### src/design/cnav_message_set_assembler_assert.svh
// Assertion macros for the message set assembler.
// Each macro expects clk and arst_n in scope.
`ifndef CNAV_MESSAGE_SET_ASSEMBLER_ASSERT_SVH
`define CNAV_MESSAGE_SET_ASSEMBLER_ASSERT_SVH
`ifndef SYNTHESIS
// Same-cycle implication.
`define CMSA_ASSERT_IMP(lbl, ante, cons) \
	lbl: assert property (@(posedge clk) disable iff (!arst_n) (ante) |-> (cons)) \
		else $error("cmsa assertion failed");
// Next-cycle implication.
`define CMSA_ASSERT_NXT(lbl, ante, cons) \
	lbl: assert property (@(posedge clk) disable iff (!arst_n) (ante) |=> (cons)) \
		else $error("cmsa assertion failed");
`else
`define CMSA_ASSERT_IMP(lbl, ante, cons)
`define CMSA_ASSERT_NXT(lbl, ante, cons)
`endif
`endif

### src/design/cmsa_pkg.sv
package cmsa_pkg;

	localparam int WPM       = 10;
	localparam int SLOT_CNT  = 3;
	localparam int MEM_DEPTH = SLOT_CNT * WPM;
	localparam int MEM_AW    = $clog2(MEM_DEPTH);
	localparam int CNT_W     = $clog2(WPM);
	localparam int SLOT_W    = 2;
	localparam int WORD_W    = 30;
	localparam int TYPE_W    = 6;
	localparam int WEEK_W    = 13;
	localparam int TOW_W     = 17;
	localparam int TIME_W    = 20;
	localparam int CFG_W     = 8;

	localparam logic CFG_GAP    = 1'b0;
	localparam logic CFG_WINDOW = 1'b1;

	localparam logic [TYPE_W-1:0] MT_EPH1   = 6'd10;
	localparam logic [TYPE_W-1:0] MT_EPH2   = 6'd11;
	localparam logic [TYPE_W-1:0] MT_CLK_LO = 6'd30;
	localparam logic [TYPE_W-1:0] MT_CLK_HI = 6'd37;

	localparam logic [SLOT_W-1:0] SLOT_EPH1 = 2'd0;
	localparam logic [SLOT_W-1:0] SLOT_EPH2 = 2'd1;
	localparam logic [SLOT_W-1:0] SLOT_CLK  = 2'd2;

	typedef enum logic [2:0] {
		ST_DROP     = 3'd0,
		ST_STORED   = 3'd1,
		ST_OTHER    = 3'd2,
		ST_MISMATCH = 3'd3,
		ST_WORD     = 3'd4
	} status_t;

	typedef struct packed {
		logic accept;
		logic fill;
		logic decide;
		logic load_word;
		logic advance;
	} dp_cmd_t;

	typedef struct packed {
		logic msg_end;
		logic need_fill;
		logic fill_last;
		logic go_emit;
		logic em_last;
	} dp_sts_t;

endpackage

### src/design/cmsa_ctrl.sv
module cmsa_ctrl (
	input  logic              clk,
	input  logic              arst_n,
	input  logic              in_valid,
	output logic              in_ready,
	output logic              out_valid,
	input  logic              out_ready,
	output cmsa_pkg::dp_cmd_t cmd,
	input  cmsa_pkg::dp_sts_t sts
);
	import cmsa_pkg::*;

	typedef enum logic [2:0] {
		S_IN,
		S_FILL,
		S_DECIDE,
		S_RD,
		S_LOAD,
		S_HOLD
	} state_t;

	state_t state_q;
	logic   out_valid_q;
	logic   accept;
	logic   out_free;

	assign in_ready  = (state_q == S_IN);
	assign out_valid = out_valid_q;
	assign accept    = in_valid && in_ready;
	assign out_free  = !out_valid_q || out_ready;

	always_comb begin
		cmd.accept    = accept;
		cmd.fill      = (state_q == S_FILL);
		cmd.decide    = (state_q == S_DECIDE) && out_free;
		cmd.load_word = (state_q == S_LOAD);
		cmd.advance   = (state_q == S_HOLD) && out_ready;
	end

	always_ff @(posedge clk or negedge arst_n) begin
		if (!arst_n) begin
			state_q     <= S_IN;
			out_valid_q <= 1'b0;
		end else begin
			if (out_valid_q && out_ready)
				out_valid_q <= 1'b0;
			case (state_q)
				S_IN: begin
					if (accept && sts.msg_end)
						state_q <= sts.need_fill ? S_FILL : S_DECIDE;
				end
				S_FILL: begin
					if (sts.fill_last)
						state_q <= S_DECIDE;
				end
				S_DECIDE: begin
					if (out_free) begin
						if (sts.go_emit) begin
							state_q <= S_RD;
						end else begin
							out_valid_q <= 1'b1;
							state_q     <= S_IN;
						end
					end
				end
				S_RD: begin
					state_q <= S_LOAD;
				end
				S_LOAD: begin
					out_valid_q <= 1'b1;
					state_q     <= S_HOLD;
				end
				S_HOLD: begin
					if (out_ready)
						state_q <= sts.em_last ? S_IN : S_RD;
				end
				default: begin
					state_q <= S_IN;
				end
			endcase
		end
	end

endmodule

### src/design/cmsa_dp.sv
module cmsa_dp (
	input  logic                          clk,
	input  logic                          arst_n,
	input  logic                          cfg_wr_en,
	input  logic                          cfg_index,
	input  logic [cmsa_pkg::CFG_W-1:0]    cfg_data,
	input  logic [cmsa_pkg::WORD_W-1:0]   nav_word,
	input  logic                          word_last,
	input  cmsa_pkg::dp_cmd_t             cmd,
	output cmsa_pkg::dp_sts_t             sts,
	output logic [2:0]                    status,
	output logic [cmsa_pkg::WORD_W-1:0]   out_word,
	output logic [cmsa_pkg::SLOT_W-1:0]   out_slot,
	output logic                          out_last,
	output logic [cmsa_pkg::TYPE_W-1:0]   msg_type,
	output logic [cmsa_pkg::TYPE_W-1:0]   sat_prn,
	output logic [cmsa_pkg::WEEK_W-1:0]   week_number
);
	import cmsa_pkg::*;

	function automatic logic [MEM_AW-1:0] mem_addr(logic [SLOT_W-1:0] slot,
			logic [CNT_W-1:0] idx);
		mem_addr = MEM_AW'(slot) * MEM_AW'(WPM) + MEM_AW'(idx);
	endfunction

	// configuration
	logic [CFG_W-1:0] gap_q;
	logic [CFG_W-1:0] window_q;

	// message capture
	logic [CNT_W-1:0]  cnt_q;
	logic [TYPE_W-1:0] type_q;
	logic [TYPE_W-1:0] prn_q;
	logic [TOW_W-1:0]  tow_q;
	logic [WEEK_W-1:0] week_hdr_q;
	logic [SLOT_W-1:0] msg_slot_q;
	logic              msg_wr_q;

	// set state
	logic              week_valid_q;
	logic [WEEK_W-1:0] week_q;
	logic [TIME_W-1:0] slot_time_q [SLOT_CNT];
	logic [SLOT_CNT-1:0] slot_valid_q;

	// emission
	logic [SLOT_W-1:0] em_slot_q;
	logic [CNT_W-1:0]  em_idx_q;

	// output register
	status_t           out_status_q;
	logic [WORD_W-1:0] out_word_q;
	logic [SLOT_W-1:0] out_slot_q;
	logic              out_last_q;
	logic [TYPE_W-1:0] out_type_q;
	logic [TYPE_W-1:0] out_prn_q;

	// slot memory
	logic [WORD_W-1:0] mem [MEM_DEPTH];
	logic [WORD_W-1:0] rdata_q;
	logic              mem_we;
	logic [MEM_AW-1:0] mem_wa;
	logic [WORD_W-1:0] mem_wd;
	logic [MEM_AW-1:0] mem_ra;

	// word-0 decode
	logic [TYPE_W-1:0] w_type;
	logic [SLOT_W-1:0] w_slot;
	logic              w_wr;
	logic              wr_now;
	logic [SLOT_W-1:0] slot_now;
	logic              cnt_full;

	// decision
	logic              is10, is11, is3x, hit, week_ok, stored, match;
	logic [SLOT_W-1:0] dec_slot;
	logic [TIME_W-1:0] t_new;
	logic signed [TIME_W:0] d11, d3x;
	status_t           dec_status;

	assign w_type = nav_word[15:10];

	always_comb begin
		if (w_type == MT_EPH1)
			w_slot = SLOT_EPH1;
		else if (w_type == MT_EPH2)
			w_slot = SLOT_EPH2;
		else
			w_slot = SLOT_CLK;
	end

	assign w_wr = (w_type == MT_EPH1) || (week_valid_q && ((w_type == MT_EPH2) ||
		(w_type inside {[MT_CLK_LO:MT_CLK_HI]})));

	assign wr_now   = (cnt_q == '0) ? w_wr : msg_wr_q;
	assign slot_now = (cnt_q == '0) ? w_slot : msg_slot_q;
	assign cnt_full = (cnt_q == CNT_W'(WPM - 1));

	// decision at message end
	assign is10     = (type_q == MT_EPH1);
	assign is11     = (type_q == MT_EPH2);
	assign is3x     = type_q inside {[MT_CLK_LO:MT_CLK_HI]};
	assign hit      = is10 || is11 || is3x;
	assign week_ok  = week_valid_q || is10;
	assign stored   = week_ok && hit;
	assign dec_slot = is10 ? SLOT_EPH1 : (is11 ? SLOT_EPH2 : SLOT_CLK);
	assign t_new    = (TIME_W'(tow_q) << 2) + (TIME_W'(tow_q) << 1);
	assign d11 = $signed({1'b0, slot_time_q[1]}) - $signed({1'b0, slot_time_q[0]});
	assign d3x = $signed({1'b0, t_new}) - $signed({1'b0, slot_time_q[0]});
	assign match = week_ok && is3x && (slot_valid_q[1:0] == 2'b11) &&
		(d11 == $signed({{(TIME_W + 1 - CFG_W){1'b0}}, gap_q})) &&
		(d3x <= $signed({{(TIME_W + 1 - CFG_W){1'b0}}, window_q}));

	always_comb begin
		if (!week_ok)
			dec_status = ST_DROP;
		else if (!hit)
			dec_status = ST_OTHER;
		else if (!is3x)
			dec_status = ST_STORED;
		else if (match)
			dec_status = ST_WORD;
		else
			dec_status = ST_MISMATCH;
	end

	always_comb begin
		sts.msg_end   = word_last || cnt_full;
		sts.need_fill = wr_now && !cnt_full;
		sts.fill_last = cnt_full;
		sts.go_emit   = match;
		sts.em_last   = (em_slot_q == SLOT_CLK) && (em_idx_q == CNT_W'(WPM - 1));
	end

	// memory ports: stored words land in their slot, fill pads the rest with zero
	assign mem_we = (cmd.accept && wr_now) || cmd.fill;
	assign mem_wa = mem_addr(cmd.fill ? msg_slot_q : slot_now, cnt_q);
	assign mem_wd = cmd.fill ? '0 : nav_word;
	assign mem_ra = mem_addr(em_slot_q, em_idx_q);

	always_ff @(posedge clk) begin
		if (mem_we)
			mem[mem_wa] <= mem_wd;
		rdata_q <= mem[mem_ra];
	end

	always_ff @(posedge clk or negedge arst_n) begin
		if (!arst_n) begin
			gap_q        <= CFG_W'(12);
			window_q     <= CFG_W'(36);
			cnt_q        <= '0;
			msg_wr_q     <= 1'b0;
			week_valid_q <= 1'b0;
			week_q       <= '0;
			slot_valid_q <= '0;
		end else begin
			if (cfg_wr_en) begin
				case (cfg_index)
					CFG_GAP:    gap_q    <= cfg_data;
					CFG_WINDOW: window_q <= cfg_data;
					default:    ;
				endcase
			end
			if (cmd.accept) begin
				cnt_q <= cnt_q + 1'b1;
				if (cnt_q == '0)
					msg_wr_q <= w_wr;
			end
			if (cmd.fill)
				cnt_q <= cnt_q + 1'b1;
			if (cmd.decide) begin
				cnt_q    <= '0;
				msg_wr_q <= 1'b0;
				if (!week_valid_q && is10) begin
					week_valid_q <= 1'b1;
					week_q       <= week_hdr_q;
				end
				if (stored)
					slot_valid_q[dec_slot] <= 1'b1;
			end
		end
	end

	always_ff @(posedge clk) begin
		if (cmd.accept) begin
			if (cnt_q == '0) begin
				type_q     <= w_type;
				prn_q      <= nav_word[21:16];
				tow_q      <= {nav_word[9:0], 7'b0};
				week_hdr_q <= '0;
				msg_slot_q <= w_slot;
			end else if (cnt_q == CNT_W'(1)) begin
				tow_q[6:0] <= nav_word[29:23];
				week_hdr_q <= nav_word[21:9];
			end
		end
		if (cmd.decide) begin
			if (stored)
				slot_time_q[dec_slot] <= t_new;
			out_status_q <= dec_status;
			out_word_q   <= '0;
			out_slot_q   <= '0;
			out_last_q   <= 1'b1;
			out_type_q   <= type_q;
			out_prn_q    <= prn_q;
			em_slot_q    <= SLOT_EPH1;
			em_idx_q     <= '0;
		end
		if (cmd.load_word) begin
			out_status_q <= ST_WORD;
			out_word_q   <= rdata_q;
			out_slot_q   <= em_slot_q;
			out_last_q   <= sts.em_last;
		end
		if (cmd.advance) begin
			if (em_idx_q == CNT_W'(WPM - 1)) begin
				em_idx_q  <= '0;
				em_slot_q <= em_slot_q + 1'b1;
			end else begin
				em_idx_q <= em_idx_q + 1'b1;
			end
		end
	end

	assign status      = out_status_q;
	assign out_word    = out_word_q;
	assign out_slot    = out_slot_q;
	assign out_last    = out_last_q;
	assign msg_type    = out_type_q;
	assign sat_prn     = out_prn_q;
	assign week_number = week_q;

endmodule

### src/design/cnav_message_set_assembler.sv
// Navigation message set assembler.
// Input channel (in_valid/in_ready): one 30-bit message word per transaction,
// word 1 first; word_last marks the final word, and the tenth word ends a
// message regardless. Words of a message are taken one per cycle.
// Output channel (out_valid/out_ready): one status transaction per message,
// or, when a type 3x message completes a matching set, 30 transactions that
// carry the stored type 10, type 11 and type 3x words in that order.
// After the final word, a stored message shorter than ten words has the rest
// of its slot padded with zeros, one word at a time, and then goes to the
// decision; the status is valid on the following cycle. An assembled set
// sends each word through a slot memory read, an output load and a
// handoff; input is held off meanwhile.
// Receiver stall: the output register holds its transaction; after a status
// transaction, input words keep being taken until the next message's decision,
// which waits for the register to empty.
// Reset (arst_n low): no week known, all slots empty, registers back to
// gap 12 s and window 36 s. No clearing pass is needed.
// Configuration writes (cfg_wr_en) take effect on the next edge.
`include "cnav_message_set_assembler_assert.svh"

module cnav_message_set_assembler (
	input  logic                          clk,
	input  logic                          arst_n,
	input  logic                          cfg_wr_en,
	input  logic                          cfg_index,
	input  logic [cmsa_pkg::CFG_W-1:0]    cfg_data,
	input  logic                          in_valid,
	output logic                          in_ready,
	input  logic [cmsa_pkg::WORD_W-1:0]   nav_word,
	input  logic                          word_last,
	output logic                          out_valid,
	input  logic                          out_ready,
	output logic [2:0]                    status,
	output logic [cmsa_pkg::WORD_W-1:0]   out_word,
	output logic [cmsa_pkg::SLOT_W-1:0]   out_slot,
	output logic                          out_last,
	output logic [cmsa_pkg::TYPE_W-1:0]   msg_type,
	output logic [cmsa_pkg::TYPE_W-1:0]   sat_prn,
	output logic [cmsa_pkg::WEEK_W-1:0]   week_number
);
	import cmsa_pkg::*;

	dp_cmd_t cmd;
	dp_sts_t sts;

	// sequencing: word intake, slot padding, decision, word emission
	cmsa_ctrl u_ctrl (
		.clk       (clk),
		.arst_n    (arst_n),
		.in_valid  (in_valid),
		.in_ready  (in_ready),
		.out_valid (out_valid),
		.out_ready (out_ready),
		.cmd       (cmd),
		.sts       (sts)
	);

	// header capture, slot memory, set checks and output register
	cmsa_dp u_dp (
		.clk         (clk),
		.arst_n      (arst_n),
		.cfg_wr_en   (cfg_wr_en),
		.cfg_index   (cfg_index),
		.cfg_data    (cfg_data),
		.nav_word    (nav_word),
		.word_last   (word_last),
		.cmd         (cmd),
		.sts         (sts),
		.status      (status),
		.out_word    (out_word),
		.out_slot    (out_slot),
		.out_last    (out_last),
		.msg_type    (msg_type),
		.sat_prn     (sat_prn),
		.week_number (week_number)
	);

	// no words taken while a set is being emitted
	`CMSA_ASSERT_IMP(a_no_intake_emit, out_valid && status == ST_WORD, !in_ready)
	// a status transaction is always the only one for its message
	`CMSA_ASSERT_IMP(a_status_last, out_valid && status != ST_WORD, out_last)
	// word and slot fields are zero outside assembled words
	`CMSA_ASSERT_IMP(a_status_zero, out_valid && status != ST_WORD,
		out_word == '0 && out_slot == '0)
	// the final emitted word hands control back to intake
	`CMSA_ASSERT_NXT(a_emit_done, out_valid && out_ready && out_last && status == ST_WORD,
		in_ready)

endmodule

### config.mk
export PLATFORM = sky130hd
export DESIGN_NAME = cnav_message_set_assembler
export DESIGN_NICKNAME = d
export VERILOG_FILES = /design/src/design/cmsa_pkg.sv /design/src/design/cmsa_ctrl.sv /design/src/design/cmsa_dp.sv /design/src/design/cnav_message_set_assembler.sv
export VERILOG_INCLUDE_DIRS = /design/src /design/src/design
export SDC_FILE = /design/constraint.sdc
export NUM_CORES = 1
export LEC_CHECK = 0
export BUFFER_PORTS_ARGS = -buffer_cell sky130_fd_sc_hd__buf_2
export CORE_ASPECT_RATIO = 1.75
export CORE_MARGIN = 4
export CORE_UTILIZATION = 62
export CTS_CLUSTER_SIZE = 30
export DETAILED_ROUTE_END_ITERATION = 8
export PLACE_DENSITY = 0.79
export SETUP_SLACK_MARGIN = 0.3
export SYNTH_ARGS = -nofsm -noshare
export SYNTH_HDL_FRONTEND = slang
export SYNTH_HIERARCHICAL = 1
export SYNTH_SLANG_ARGS = --single-unit
### constraint.sdc
create_clock -name clk -period 6 [get_ports clk]
set_input_delay 1.2 -clock clk [delete_from_list [all_inputs] [get_ports clk]]
set_output_delay 1.2 -clock clk [all_outputs]
set_load 0.05 [all_outputs]
==> out/summary.txt <==
layout cells sized above 1 = 30.8%
Max H-tree Level = 3
post-synthesis instance total = 2278
DP Cell Count = 3299
required time of the critical path = 6580 ps
WHS Path Cells = 0
area of the core = 0.0719 sq mm
Post-Route WL = 113000 um
hold path start = u_dp/prn_q[4]$_DFFE_PP_
CTS Hold Bufs = 0
clock sink total = 1107
critical path class = register to register
largest net degree at the start of global routing = 85
PwrDens = 465 mW/mm^2
number of remaining DRC errors = 0
R2R Setup Slk = 630 ps
Min-Delay Endpoint = u_dp/sat_prn[4]$_DFFE_PP_
post-synth cell types = 85
initial antenna violation count = 3
most frequent cell after synthesis = edfxtp_1
CTS tree = built
CTS buffer count = 92
I/O pin cnt = 108
R2R depth = 25
top cells by area, synth = edfxtp_1 69%, mux4_2 14%, mux2_2 2.3%
Die Ht = 364 um
number of synthesized flops with an enable pin = 1031
DR vias/cell = 6.70
Synth Cell Area = 0.0450 sq mm
fmax = 0.186 GHz
final setup vio count = 0
Worst setup EP type = register
status = complete, no violations
net count after synthesis = 2403
Nets = 2596
Post-synth ARST share = 3.70%
Worst Tran Pin Value = 1190 ps
post-synthesis register bit count = 1107
DRT iter0 DRCs = 2612
Hold WS = 417 ps
multi-input logic area = 0.0121 sq mm
GRT Total Usage = 29.6%
Fin. Hold Viols = 0
Slew Viols, Final = 0
Top FF cell, synth = edfxtp_1
via count = 23300
final period utilization = 89.5%
CTS Buffer Depth = 3
fill cell count = 4101
critical-path maximum fanout = 9
Max VDD drop = 0.376 mV
LEAKAGE = 0.0170 uW
synth cell count leaders = 1031 x edfxtp_1, 270 x mux4_2, 90 x mux2_2
RSZ-0062 raised after global routing = true
Synth-to-Final Area Change = 12.9%
IO buf count = 107
drt wl/cell = 32.4 um
CTS root buffer = clkbuf_16
DRT antenna net count = 0
total power = 23600 uW
DRT Pass-1 Iters = 5
DP Wirelength = 67000 um
total of max-cap violations = 0
FF/Latch Area = 0.0327 sq mm
post-synth top area share = 68.8%
RR Startpoint = u_dp/tow_q[1]$_SDFFCE_PN0P_
most used cell, CP = o21ai_0
Worst Setup Start Kind = register
GRT overflow = 0
clock slew at reported path FFs = 70 ps
max incr delay on CP = 490 ps
starting density of the core = 62.6%
clk_skew = 20.2 ps
die area = 0.0771 sq mm
Final GP Congestion = 0.901
Ys Warns = 6
relative slew slack = 20.8%
Seq/Total Area, Yosys = 72.6%
Yosys top cell by area = edfxtp_1
HP Class = register to register
Worst R2R End = u_ctrl/state_q[1]$_DFFE_PN0P_
later-pin clock latency in the skew report = 670 ps
vias in the first global route = 24600
Critical Path Slowest Stage Cell = o41ai_4
first-pass GRT wire length = 165000 um
Final Instance Count excl. Fillers = 3470
min cycle time layout = 5370 ps
worst path arrival time = 5950 ps
Core Rows = 130
Avg Cell Area, Syn = 19.8 sq um
Die W = 212 um
sum of negative setup slack = 0 ps
## layer usage
metal / routed length, um / track usage [%]
met3: 8350 / 4.37
met4: 5770 / 13.0
met2: 61600 / 53.8
met5: 13 / 0
met1: 36800 / 35.1
## registers in the layout, indices dropped and copies added, names as in the netlist, 3 cells and up
name	count
u_dp/gap_q	8
u_dp/week_number	13
u_dp/cnt_q	4
u_dp/tow_q	17
u_dp/type_q	6
u_dp/slot_time_q	38
u_dp/prn_q	6
u_dp/msg_type	6
u_dp/em_idx_q	4
u_dp/mem	900
u_dp/window_q	8
u_dp/status	3
u_ctrl/state_q	3
u_dp/week_hdr_q	13
u_dp/out_word	30
u_dp/sat_prn	6
u_dp/rdata_q	30
## how the worst max path moves through the flow
| stage | slack, ps | end | cells after the start | from |
|---|---|---|---|---|
| 4_1_cts | 320 | u_ctrl/state_q[1]$_DFFE_PN0P_ | 27 | u_dp/tow_q[1]$_SDFFCE_PN0P_ |
| 3_3_place_gp | 180 | u_ctrl/state_q[1]$_DFFE_PN0P_ | 27 | u_dp/tow_q[1]$_SDFFCE_PN0P_ |
| 6_report | 630 | u_ctrl/state_q[1]$_DFFE_PN0P_ | 25 | u_dp/tow_q[1]$_SDFFCE_PN0P_ |
| 5_1_grt | 280 | u_ctrl/out_valid$_DFF_PN0_ | 24 | u_dp/tow_q[1]$_SDFFCE_PN0P_ |
| 2_1_floorplan | 1200 | u_dp/mem[12][0]$_DFFE_PP_ | 10 | nav_word[15] |
| 3_5_place_dp | 180 | u_ctrl/state_q[1]$_DFFE_PN0P_ | 27 | u_dp/tow_q[0]$_SDFFCE_PN0P_ |
## report_power, final
part | switching (uW) | internal [uW]
Sequential | 320 | 9840
Clock | 2690 | 3760
Combinational | 4450 | 2550
## worst max-delay path: cells and delay by family (launching register included)
family	cells	cell delay [ps]
flops	1	400
simple gates	5	830
compound gates	12	2240
fa+ha+maj	3	1030
buf+inv	4	520
xor+xnor	1	260
## stage by stage
stage          instance area [sq um]  worst slack (ps)  utilization (%)
6_report                       50800               631             70.7
5_1_grt                        50800               280             70.7
4_1_cts                        50700               322             70.6
3_5_place_dp                   47500               175             66.0
3_3_place_gp                   47500               179             66.0
2_1_floorplan                  45000              1200                -
## area by class of cell
cell class	instances	share of cell area [%]
clock inverter	54	1.51
timing repair buffer	192	2.83
inverter	62	0.458
clock buffer	114	4.87
tap	924	2.27
multi-input combinational	1016	23.7
antenna	1	0.00492
sequential	1107	64.3
## kinds of logic (layout without fill, tap and decap cells)
group / after synthesis / after routing / share of synthesized area (%)
DFF: 1107 / 1107 / 72.6
adders and majority gates: 80 / 80 / 2.31
AOI/OAI and AO/OA: 191 / 191 / 2.84
other: 0 / 1 / 0
xor gates and xnor gates: 44 / 44 / 0.856
and+or+nand+nor: 334 / 334 / 4.00
muxes: 367 / 367 / 15.9
buffers and inverters: 155 / 422 / 1.43
## timing repair
item	CTS	global route
buffers inserted	0	2
gates resized for setup	4	12
setup endpoints to repair	6	6
pin swaps	0	6
## cell usage in the layout (no fill, tap or decap), types with 7 or more instances in the layout
master / count
ha_1: 70
and2_1: 36
xnor2_1: 28
nand2_1: 48
clkinv_1: 7
nor2_1: 51
clkinv_2: 21
xor2_1: 11
clkbuf_1: 15
bufinv_16: 19
a211oi_1: 7
mux2_2: 90
o21ai_0: 43
o21a_1: 8
buf_12: 21
dfrtp_1: 37
nand2b_1: 12
or3_1: 10
nor3_1: 15
a21o_1: 16
mux4_2: 270
nand3_1: 15
clkbuf_16: 94
inv_1: 61
dfxtp_1: 35
edfxtp_1: 1031
nor2_4: 31
buf_4: 64
nor2b_1: 60
buf_2: 107
a21oi_1: 49
No activity file was read; power rests on OpenSTA's default activity.
